`config.mk`:
```
export PLATFORM = sky130hd
export DESIGN_NAME = dfs_reachability_tree_edges
export DESIGN_NICKNAME = d
export VERILOG_FILES = /design/src/dfsrt_pkg.sv /design/src/dfs_reachability_tree_edges.sv /design/src/dfsrt_lane.sv /design/src/dfsrt_merge.sv
export VERILOG_INCLUDE_DIRS = /design/src /design/src/src
export SDC_FILE = /design/constraint.sdc
export NUM_CORES = 1
export LEC_CHECK = 0
export BUFFER_PORTS_ARGS = -buffer_cell sky130_fd_sc_hd__buf_4
export CAP_MARGIN = 25
export CORE_MARGIN = 3
export CORE_UTILIZATION = 37
export DETAILED_ROUTE_END_ITERATION = 16
export MAX_ROUTING_LAYER = met4
export SLEW_MARGIN = 5
export SYNTH_ARGS = -nofsm -noshare
export SYNTH_HDL_FRONTEND = slang
export SYNTH_HIERARCHICAL = 1
export SYNTH_SLANG_ARGS = --single-unit
```
`constraint.sdc`:
```
create_clock -name clk -period 12.3 [get_ports clk]
set_clock_uncertainty 0.2 [all_clocks]
set_input_delay 1.23 -clock clk [delete_from_list [all_inputs] [get_ports clk]]
set_output_delay 1.23 -clock clk [all_outputs]
set_load 0.01 [all_outputs]
```
`src/dfs_reachability_tree_edges_defines.svh`:
```
// Assertion macros for the DFS block.
`ifndef DFS_REACHABILITY_TREE_EDGES_DEFINES_SVH
`define DFS_REACHABILITY_TREE_EDGES_DEFINES_SVH

`ifndef SYNTH
// same-cycle implication
`define DFSRT_ASSERT_NOW(lbl, ante, cons) \
  lbl: assert property (@(posedge clk) disable iff (!rst_n) (ante) |-> (cons)) \
    else $error("dfsrt assertion failed");
// next-cycle implication
`define DFSRT_ASSERT_NEXT(lbl, ante, cons) \
  lbl: assert property (@(posedge clk) disable iff (!rst_n) (ante) |=> (cons)) \
    else $error("dfsrt assertion failed");
`else
`define DFSRT_ASSERT_NOW(lbl, ante, cons)
`define DFSRT_ASSERT_NEXT(lbl, ante, cons)
`endif

`endif

```
`src/dfsrt_pkg.sv`:
```
package dfsrt_pkg;

  localparam int VERT_BITS        = 16;  // reached mask / row width
  localparam int VID_W            = 4;   // vertex id width
  localparam int CNT_W            = 5;   // count / vertex_count width
  localparam int LANE_W           = 4;   // vertices per lane
  localparam int NUM_LANES        = VERT_BITS / LANE_W;
  localparam int LANE_IW          = $clog2(LANE_W);
  localparam int STACK_DEPTH      = 16;
  localparam int MAX_VERTICES_DEF = 16;
  localparam logic [CNT_W-1:0] VC_RESET = 5'd16;

  localparam logic ACT_LOAD     = 1'b0;
  localparam logic ACT_START    = 1'b1;
  localparam logic KIND_EDGE    = 1'b0;
  localparam logic KIND_SUMMARY = 1'b1;

  typedef struct packed {
    logic               hit;
    logic [LANE_IW-1:0] idx;
  } lane_res_t;

endpackage

```
`src/dfs_reachability_tree_edges.sv`:
```
// Load item (in_action 0): row stored at the accepting edge, no result, busy stays low.
// Start item: one step per cycle (push on a new tree edge, pop on a dead end), with
// busy high until the final pop; each edge shows in the cycle after its step.
// The summary shows the cycle after the final pop; a bad source gives it the cycle after start.
// Busy holds off further items: a new start item is accepted only after the search has ended.
// rst_n (sync, active low) clears marks, stack depth, state, strobe; vertex_count goes to 16.
`include "dfs_reachability_tree_edges_defines.svh"

module dfs_reachability_tree_edges #(
  parameter int MAX_VERTICES = dfsrt_pkg::MAX_VERTICES_DEF
) (
  input  logic                              clk,
  input  logic                              rst_n,
  // configuration
  input  logic                              cfg_wr_en,
  input  logic [dfsrt_pkg::CNT_W-1:0]       cfg_wr_data,
  // input item channel
  input  logic                              start,
  output logic                              busy,
  input  logic                              in_action,
  input  logic [dfsrt_pkg::VID_W-1:0]       in_row_index,
  input  logic [dfsrt_pkg::VERT_BITS-1:0]   in_row_bits,
  input  logic [dfsrt_pkg::VID_W-1:0]       in_source_vertex,
  // result channel, one-cycle strobe
  output logic                              out_valid,
  output logic                              out_item_kind,
  output logic [dfsrt_pkg::VID_W-1:0]       out_edge_from,
  output logic [dfsrt_pkg::VID_W-1:0]       out_edge_to,
  output logic [dfsrt_pkg::VERT_BITS-1:0]   out_reached_mask,
  output logic [dfsrt_pkg::CNT_W-1:0]       out_reached_count,
  output logic                              out_all_reached,
  output logic                              out_bad_source,
  output logic                              out_last
);

  // Rows actually stored; vertices above 16 do not fit the 4-bit ids.
  localparam int ROWS   = (MAX_VERTICES < dfsrt_pkg::VERT_BITS) ? MAX_VERTICES
                                                                 : dfsrt_pkg::VERT_BITS;
  localparam int ROW_AW = $clog2(ROWS);
  localparam int SP_W   = $clog2(dfsrt_pkg::STACK_DEPTH);

  localparam logic ST_IDLE   = 1'b0;
  localparam logic ST_SEARCH = 1'b1;

  // ---------------------------------------------------------------------------
  // State
  // ---------------------------------------------------------------------------
  logic [dfsrt_pkg::CNT_W-1:0]     vc_r;
  logic                            state_r, state_nxt;
  logic [dfsrt_pkg::CNT_W-1:0]     depth_r, depth_nxt;
  logic [dfsrt_pkg::VERT_BITS-1:0] reached_r, reached_nxt;
  logic [dfsrt_pkg::CNT_W-1:0]     count_r, count_nxt;

  logic [dfsrt_pkg::VERT_BITS-1:0] rows_r  [ROWS];
  logic [dfsrt_pkg::VID_W-1:0]     stack_r [dfsrt_pkg::STACK_DEPTH];

  // output register
  logic                            ov_r, ov_nxt;
  logic                            okind_r, okind_nxt;
  logic [dfsrt_pkg::VID_W-1:0]     ofrom_r, ofrom_nxt;
  logic [dfsrt_pkg::VID_W-1:0]     oto_r, oto_nxt;
  logic [dfsrt_pkg::VERT_BITS-1:0] omask_r, omask_nxt;
  logic [dfsrt_pkg::CNT_W-1:0]     ocount_r, ocount_nxt;
  logic                            oall_r, oall_nxt;
  logic                            obad_r, obad_nxt;
  logic                            olast_r, olast_nxt;

  // ---------------------------------------------------------------------------
  // Vertices in use: vertex_count saturated to the storable row count
  // ---------------------------------------------------------------------------
  logic [dfsrt_pkg::CNT_W-1:0]     n_use;
  logic [dfsrt_pkg::VERT_BITS-1:0] in_use;

  assign n_use = (vc_r > dfsrt_pkg::CNT_W'(ROWS)) ? dfsrt_pkg::CNT_W'(ROWS) : vc_r;

  always_comb begin
    for (int i = 0; i < dfsrt_pkg::VERT_BITS; i++) begin
      in_use[i] = (dfsrt_pkg::CNT_W'(i) < n_use);
    end
  end

  logic accept, do_load, do_start, src_bad;

  assign busy     = (state_r == ST_SEARCH);
  assign accept   = start && !busy;
  assign do_load  = accept && (in_action == dfsrt_pkg::ACT_LOAD);
  assign do_start = accept && (in_action == dfsrt_pkg::ACT_START);
  assign src_bad  = ({1'b0, in_source_vertex} >= n_use);

  // ---------------------------------------------------------------------------
  // Stack top and its row, fanned out to the lanes
  // ---------------------------------------------------------------------------
  logic [SP_W-1:0]                 top_idx;
  logic [dfsrt_pkg::VID_W-1:0]     top_v;
  logic [dfsrt_pkg::VERT_BITS-1:0] top_row;

  assign top_idx = SP_W'(depth_r - 1'b1);
  assign top_v   = stack_r[top_idx];
  assign top_row = rows_r[top_v[ROW_AW-1:0]];

  dfsrt_pkg::lane_res_t lane_res [dfsrt_pkg::NUM_LANES];

  for (genvar l = 0; l < dfsrt_pkg::NUM_LANES; l++) begin : g_lane
    dfsrt_lane u_lane (
      .row_bits  (top_row  [l*dfsrt_pkg::LANE_W +: dfsrt_pkg::LANE_W]),
      .use_bits  (in_use   [l*dfsrt_pkg::LANE_W +: dfsrt_pkg::LANE_W]),
      .seen_bits (reached_r[l*dfsrt_pkg::LANE_W +: dfsrt_pkg::LANE_W]),
      .res       (lane_res[l])
    );
  end

  logic                        nb_found;
  logic [dfsrt_pkg::VID_W-1:0] nb_vertex;

  dfsrt_merge u_merge (
    .lanes  (lane_res),
    .found  (nb_found),
    .vertex (nb_vertex)
  );

  // ---------------------------------------------------------------------------
  // Control
  // ---------------------------------------------------------------------------
  always_comb begin
    state_nxt   = state_r;
    depth_nxt   = depth_r;
    reached_nxt = reached_r;
    count_nxt   = count_r;

    ov_nxt      = 1'b0;
    okind_nxt   = dfsrt_pkg::KIND_EDGE;
    ofrom_nxt   = '0;
    oto_nxt     = '0;
    omask_nxt   = '0;
    ocount_nxt  = '0;
    oall_nxt    = 1'b0;
    obad_nxt    = 1'b0;
    olast_nxt   = 1'b0;

    unique case (state_r)
      ST_IDLE: begin
        if (do_start) begin
          if (src_bad) begin
            // marks cleared, lone bad-source summary
            reached_nxt = '0;
            count_nxt   = '0;
            depth_nxt   = '0;
            ov_nxt      = 1'b1;
            okind_nxt   = dfsrt_pkg::KIND_SUMMARY;
            obad_nxt    = 1'b1;
            olast_nxt   = 1'b1;
          end else begin
            reached_nxt = dfsrt_pkg::VERT_BITS'(1) << in_source_vertex;
            count_nxt   = dfsrt_pkg::CNT_W'(1);
            depth_nxt   = dfsrt_pkg::CNT_W'(1);
            state_nxt   = ST_SEARCH;
          end
        end
      end
      ST_SEARCH: begin
        if (nb_found) begin
          // push: new tree edge
          reached_nxt = reached_r | (dfsrt_pkg::VERT_BITS'(1) << nb_vertex);
          count_nxt   = count_r + 1'b1;
          depth_nxt   = depth_r + 1'b1;
          ov_nxt      = 1'b1;
          ofrom_nxt   = top_v;
          oto_nxt     = nb_vertex;
        end else begin
          // pop; emptying the stack ends the run with the summary
          depth_nxt = depth_r - 1'b1;
          if (depth_r == dfsrt_pkg::CNT_W'(1)) begin
            state_nxt  = ST_IDLE;
            ov_nxt     = 1'b1;
            okind_nxt  = dfsrt_pkg::KIND_SUMMARY;
            omask_nxt  = reached_r;
            ocount_nxt = count_r;
            oall_nxt   = (count_r == n_use);
            olast_nxt  = 1'b1;
          end
        end
      end
      default: begin
        state_nxt = ST_IDLE;
      end
    endcase
  end

  always_ff @(posedge clk) begin
    if (!rst_n) begin
      vc_r      <= dfsrt_pkg::VC_RESET;
      state_r   <= ST_IDLE;
      depth_r   <= '0;
      reached_r <= '0;
      count_r   <= '0;
      ov_r      <= 1'b0;
    end else begin
      if (cfg_wr_en) begin
        vc_r <= cfg_wr_data;
      end
      state_r   <= state_nxt;
      depth_r   <= depth_nxt;
      reached_r <= reached_nxt;
      count_r   <= count_nxt;
      ov_r      <= ov_nxt;
    end
  end

  // payload: no reset
  always_ff @(posedge clk) begin
    okind_r  <= okind_nxt;
    ofrom_r  <= ofrom_nxt;
    oto_r    <= oto_nxt;
    omask_r  <= omask_nxt;
    ocount_r <= ocount_nxt;
    oall_r   <= oall_nxt;
    obad_r   <= obad_nxt;
    olast_r  <= olast_nxt;
  end

  // adjacency rows; indexes at or above the row count are dropped
  always_ff @(posedge clk) begin
    if (do_load && ({1'b0, in_row_index} < dfsrt_pkg::CNT_W'(ROWS))) begin
      rows_r[in_row_index[ROW_AW-1:0]] <= in_row_bits;
    end
  end

  // path stack
  always_ff @(posedge clk) begin
    if (state_r == ST_IDLE) begin
      if (do_start && !src_bad) begin
        stack_r[0] <= in_source_vertex;
      end
    end else if (nb_found) begin
      stack_r[depth_r[SP_W-1:0]] <= nb_vertex;
    end
  end

  assign out_valid         = ov_r;
  assign out_item_kind     = okind_r;
  assign out_edge_from     = ofrom_r;
  assign out_edge_to       = oto_r;
  assign out_reached_mask  = omask_r;
  assign out_reached_count = ocount_r;
  assign out_all_reached   = oall_r;
  assign out_bad_source    = obad_r;
  assign out_last          = olast_r;

  // ---------------------------------------------------------------------------
  // Assertions
  // ---------------------------------------------------------------------------
  `DFSRT_ASSERT_NEXT(a_bad_src_summary, do_start && src_bad, out_valid && out_bad_source && out_last)
  `DFSRT_ASSERT_NOW(a_search_stack_nonempty, state_r == ST_SEARCH, depth_r != '0)
  `DFSRT_ASSERT_NOW(a_edge_mid_search, out_valid && (out_item_kind == dfsrt_pkg::KIND_EDGE), busy)
  `DFSRT_ASSERT_NOW(a_count_matches_marks, 1'b1, count_r == $countones(reached_r))

endmodule

```
`src/dfsrt_lane.sv`:
```
// One lane: first open vertex within its slice.
module dfsrt_lane (
  input  logic [dfsrt_pkg::LANE_W-1:0] row_bits,
  input  logic [dfsrt_pkg::LANE_W-1:0] use_bits,
  input  logic [dfsrt_pkg::LANE_W-1:0] seen_bits,
  output dfsrt_pkg::lane_res_t         res
);

  logic [dfsrt_pkg::LANE_W-1:0] open_bits;

  assign open_bits = row_bits & use_bits & ~seen_bits;

  always_comb begin
    res.hit = |open_bits;
    res.idx = '0;
    for (int i = dfsrt_pkg::LANE_W - 1; i >= 0; i--) begin
      if (open_bits[i]) begin
        res.idx = dfsrt_pkg::LANE_IW'(i);
      end
    end
  end

endmodule

```
`src/dfsrt_merge.sv`:
```
// Lowest lane with a hit wins.
module dfsrt_merge (
  input  dfsrt_pkg::lane_res_t           lanes [dfsrt_pkg::NUM_LANES],
  output logic                           found,
  output logic [dfsrt_pkg::VID_W-1:0]    vertex
);

  always_comb begin
    found  = 1'b0;
    vertex = '0;
    for (int l = dfsrt_pkg::NUM_LANES - 1; l >= 0; l--) begin
      if (lanes[l].hit) begin
        found  = 1'b1;
        vertex = dfsrt_pkg::VID_W'(l * dfsrt_pkg::LANE_W)
               + dfsrt_pkg::VID_W'(lanes[l].idx);
      end
    end
  end

endmodule
```
**Word level (Yosys, flattened, before mapping)**

Memories as Yosys holds them, arrays and structs flattened.
Cells that the tools add are included.

- Flip-flop bits (word level): 65
- Memory bits (writable): 320
- Input port bits: 34
- Memories kept: 2

- Add/sub/neg operators: 6
- Magnitude comparators: 18
- Equality and inequality tests: 4
- Shift operators: 2
- Multiplexer cells: 58
- Bitwise gates (word level): 16
- Reduce and logical (&&, ||, !) cells: 14

Memories:

| name | words | width | read ports | clocked after memory_dff | wr ports | line | source |
|---|---|---|---|---|---|---|---|
| rows_r | 16 | 16 | 1 | 0 | 1 | dfs_reachability_tree_edges.sv:54 | `logic [dfsrt_pkg::VERT_BITS-1:0] rows_r [ROWS];` |
| stack_r | 16 | 4 | 1 | 0 | 1 | dfs_reachability_tree_edges.sv:55 | `logic [dfsrt_pkg::VID_W-1:0] stack_r [dfsrt_pkg::STACK_DEPTH];` |

Operator list:

| kind | number |
|---|---|
| 2-to-1 mux 16 bit | 3 |
| < comparator 4 x 5 -> 1 bit (first input constant) | 8 |
| bitwise AND 4 bit | 8 |
| 2-to-1 mux 2 bit | 16 |
| one-hot mux 16 bit (2 select lines) | 1 |
| left shift 1 x 4 -> 16 bit (first input constant) | 2 |
| 2-to-1 mux 4 bit | 6 |
| 2-to-1 mux 1 bit | 23 |
| < comparator 3 x 5 -> 1 bit (first input constant) | 4 |
| 2-to-1 mux 5 bit | 4 |
| one-hot mux 5 bit (2 select lines) | 2 |
| OR reduction 4 bit | 5 |
| inverter 4 bit | 4 |
| bitwise OR 16 bit | 1 |
| adder 5 x 1 -> 5 bit (second input constant) | 2 |
| < comparator 1 x 5 -> 1 bit (first input constant) | 2 |
| < comparator 2 x 5 -> 1 bit (first input constant) | 2 |
| one-hot mux 1 bit (2 select lines) | 3 |
| equality test 5 x 1 -> 1 bit (second input constant) | 1 |
| equality test 5 bit | 1 |
| greater-or-equal comparator 4 x 5 -> 1 bit | 1 |
| greater-than comparator 5 bit (second input constant) | 1 |
| subtractor 5 x 1 -> 5 bit (second input constant) | 1 |
| adder 3 x 2 -> 4 bit (first input constant) | 1 |
| other kinds (9) | 16 |

**Logic depth before layout (Yosys ltp)**

- Word-level depth: 18
- Gate-level depth with buffers: 25

**By module**

The synthesis kept the hierarchy.

Modules (own cells, without submodules):

| module | instances | cells an instance | area an instance (µm²) |
|---|---|---|---|
| dfs_reachability_tree_edges | 1 | 1165 | 16704.8 |
| dfsrt_lane | 4 | 11 | 73.8 |
| dfsrt_merge | 1 | 18 | 160.2 |

**Worst setup path before layout**

No wires, ideal clock.

- Path kind: register -> register
- Start point: register depth_r[0] (netlist bit)
- End point: memory stack_r[0][0] (netlist bit), enable pin
- Arrival: 4669 ps
- Path slack: 7070 ps
- Stages on the path, launching flop included: 24
- Path buffers: 5
- Path through: dfxtp_1 > buf_2 > inv_1 > ha_1 > buf_1 > mux4_2 > mux2_2 > nand2_1 > buf_2 > o21a_1 > buf_1 > a211oi_1 > o21ai_0 > o221a_2 > nand2_1 > o21ai_0 > nand2b_2 > buf_6 > nor2_1 > nand2_1 > inv_1 > nor2_1 > nand3_1 > o21ai_0

RTL lines:

| element | line | source |
|---|---|---|
| from (decl) | dfs_reachability_tree_edges.sv:50 | `logic [dfsrt_pkg::CNT_W-1:0] depth_r, depth_nxt;` |
| from (signal assigned) | dfs_reachability_tree_edges.sv:202 | `depth_r <= depth_nxt;` |
| to (decl) | dfs_reachability_tree_edges.sv:55 |  |

==> summary.txt <==
Synthesis
  • XOR/XNOR Fraction of Synth Area: 0.6489%
  • Share of the synthesized area in the top cell type: 56.00%
  • #FFs+latches synth: 385
  • Synth Flop Type: edfxtp_1
  • Post-synth ARST share: 0%
  • Synth top area cells: edfxtp_1 56%, mux2i_1 10%, dfxtp_1 7.6%
  • Synthesized cell area: 17160 sq um
  • Largest family of logic cells by synthesized area: multiplexers
  • Most common cell in the netlist: edfxtp_1
  • Post-synth EDFFs: 320
  • Simple-gate share of the synthesized area: 7.787%
  • Yosys cell types: 61
  • Yosys top cell by area: edfxtp_1
  • Seq/Total Area, Yosys: 63.58%
  • Syn Area/Cell: 13.99 sq um
  • Post-synthesis mux area share: 14.58%
  • Synth Area in Compound Gates: 10.16%
  • Cells after Synth: 1227
  • Yosys Warn Count: 6
  • Commonest cells post-synth: 320 x edfxtp_1, 178 x mux2i_1, 91 x nor2_1
  • Post-Synth Adder-Cell Area: 0.5833%
  • Syn nets: 1269

Layout
  • Count of non-filler cells in the finished layout: 1922
  • Final core utilization: 43.29%
  • Final net count: 1332
  • Post-Layout Inst Area: 19730 sq um
  • Layout overhead on the synthesized area: 14.98%
  • Share of cells above drive strength 1: 18.55%

Setup path
  • Worst Path Max Fanout: 50
  • Worst path required time: 12.27 ns
  • Type of origin of the critical path: register
  • CP peak stage delay: 0.93 ns
  • Slowest-stage cell, CP: ha_1
  • Crit Path Category: register to register
  • Critical path data arrival time: 8.13 ns
  • Critical path capture point type: register
  • CP cell instances: inv_1, ha_1, mux2i_1, mux4_2, buf_4, mux2i_4, buf_4, buf_4, mux2_2, a211oi_1, o21ai_0, o221a_2, nand2_1, o21ai_0, nand2b_2, nor2_1, nand2_1, inv_1, nor2_1, nand3_1, o21ai_0

Power and ir drop
  • Leak: 7.040 nW
  • PD cells: 171.1 nW/um^2
  • Overall Power: 3.377 mW
  • Max VDD drop: 83.60 uV

Place
  • Placed Cells: 1846
  • Placed inst area: 18400 sq um
  • GP Congestion: 0.8518
  • Number of port buffers: 68
  • Detailed placer's ending HPWL: 27290 um
  • DP Worst Slack: 4.206 ns

Floorplan
  • Die area: 49000 sq um
  • Initial Util: 37.65%
  • IO Pins: 69
  • Core area: 45580 sq um
  • Die W: 221.4 um
  • Die height: 221.4 um
  • Rows: 78

Detailed routing
  • DR pass1 iterations: 5
  • Vias: 10.72k
  • DRC: 0
  • Vias/cell: 5.575
  • Antenna Nets Post-Route: 0
  • Starting DRT DRC Count: 924
  • Wirelength per Cell: 22.34 um
  • DRT Wirelength: 42940 um

Global route
  • Total GRT Usage: 17.55%
  • Initial antenna violation count: 2
  • Vias in the first global route: 10.46k
  • Largest net degree at the start of global routing: 67
  • GRT overflow: 0
  • First-pass GRT wire length: 65380 um

STA
  • Final WS setup: 4.148 ns
  • Final worst-path cycle share: 66.27%
  • Fmax: 0.1227 GHz
  • Slew Limit Fails: 0
  • Relative slew margins: 32.46%
  • Worst-Margin Slew: 1.013 ns
  • Setup_tns: 0 ns
  • Endpoints failing setup: 0
  • Fin Hold WS: 0.2969 ns
  • Unrepaired setup endpoints after global routing: no
  • Fin crit period: 8.152 ns
  • Final Hold Fails: 0

Min path
  • Hold/Removal Path Class: register to register

Clocking
  • Root buffer cell: clkbuf_16
  • Post_cts resized: 0
  • Clk Latency, worst-skew pair: 0.54 ns
  • Clk buf depth: 3
  • CTS tree: done
  • Clock sinks: 385
  • # Post-CTS Setup Buffers: 0
  • H-tree Lvls: 2
  • CTS Buf Count: 41
  • Cts hold-fix bufs: 0
  • Worst-path clk slew: 0.06 ns

Run status
  • Status: finished, final reports clean

Flow run
  • Max cap viols: 0
-- report_power, final --
group	leakage (nW)	internal (mW)	total (mW)	switching, mW
clock network	0.638	0.711	1.20	0.494
logic	2.99	0.282	0.725	0.443
registers	3.41	1.43	1.45	0.0147
-- critical path, delay by kind of cell, from the launching register on --
| family | cells | cell delay (ns) |
|---|---|---|
| muxes | 4 | 1.22 |
| adders and majority gates | 1 | 0.93 |
| and+or+nand+nor | 6 | 1.44 |
| buffers and inverters | 5 | 2.08 |
| AOI/OAI and AO/OA | 5 | 1.42 |
| DFF | 1 | 0.46 |
-- cell families after synthesis --
group	after synthesis
mux	227
fa+ha+maj	8
flops	385
xor+xnor	11
compound gates	238
buf+inv	94
simple gates	264
-- cell type report --
cell class                 instances  area, sq um
inverter                          14        52.55
fill                            4103        25840
sequential                       385        10910
tap                              600        750.7
timing repair buffer             100        805.8
antenna                            1        2.502
clock inverter                    21        161.4
multi-input combinational        748         5883
clock buffer                      53         1165
-- metal layers --
metal  vias to the layer above  share of wire (%)  GRT usage (%)
li1                       4896                  -              -
met1                      5397                 46          24.48
met2                       357                 46          27.08
met3                        65                6.3          2.799
met4                         0                2.0          4.258
met5                         -                  0              -
-- registers in the layout, summed over array words and instances, names as in the netlist, 5 cells and up --
register           flops
count_r                5
depth_r                5
out_reached_count      5
out_reached_mask      16
reached_r             16
rows_r               256
stack_r               64
vc_r                   5
-- cells in the final DEF, fill, tap and decap left out, drive strengths merged, types with 6 or more instances in the layout --
master | Yosys | final
o22ai | 12 | 12
ha | 8 | 8
xor2 | 10 | 10
a21o | 9 | 9
nand2 | 37 | 37
nand3b | 6 | 6
nor3 | 41 | 41
mux4 | 14 | 14
inv | 14 | 17
o221ai | 32 | 32
a211oi | 36 | 36
o221a | 20 | 20
mux2 | 34 | 34
clkbuf | 42 | 53
nand2b | 17 | 17
buf | 38 | 100
a31oi | 9 | 9
clkinv | 0 | 13
nand3 | 9 | 9
nor2 | 95 | 95
o21ai | 66 | 66
dfxtp | 65 | 65
o211a | 12 | 12
edfxtp | 320 | 320
and2 | 22 | 22
mux2i | 179 | 179
a21oi | 24 | 24
nor2b | 7 | 7
-- worst paths after layout --
check / from / endpoint / slack [ns] / cells after the start
worst min register to register: depth_r[4] / depth_r[4] / 0.30 / 2
worst max register to register: depth_r[1] / stack_r[0][3] / 4.15 / 21
worst min-delay path: depth_r[4] / depth_r[4] / 0.30 / 2
worst max-delay path: depth_r[1] / stack_r[0][3] / 4.15 / 21
Note: power is estimated with default switching activity, not from simulation.
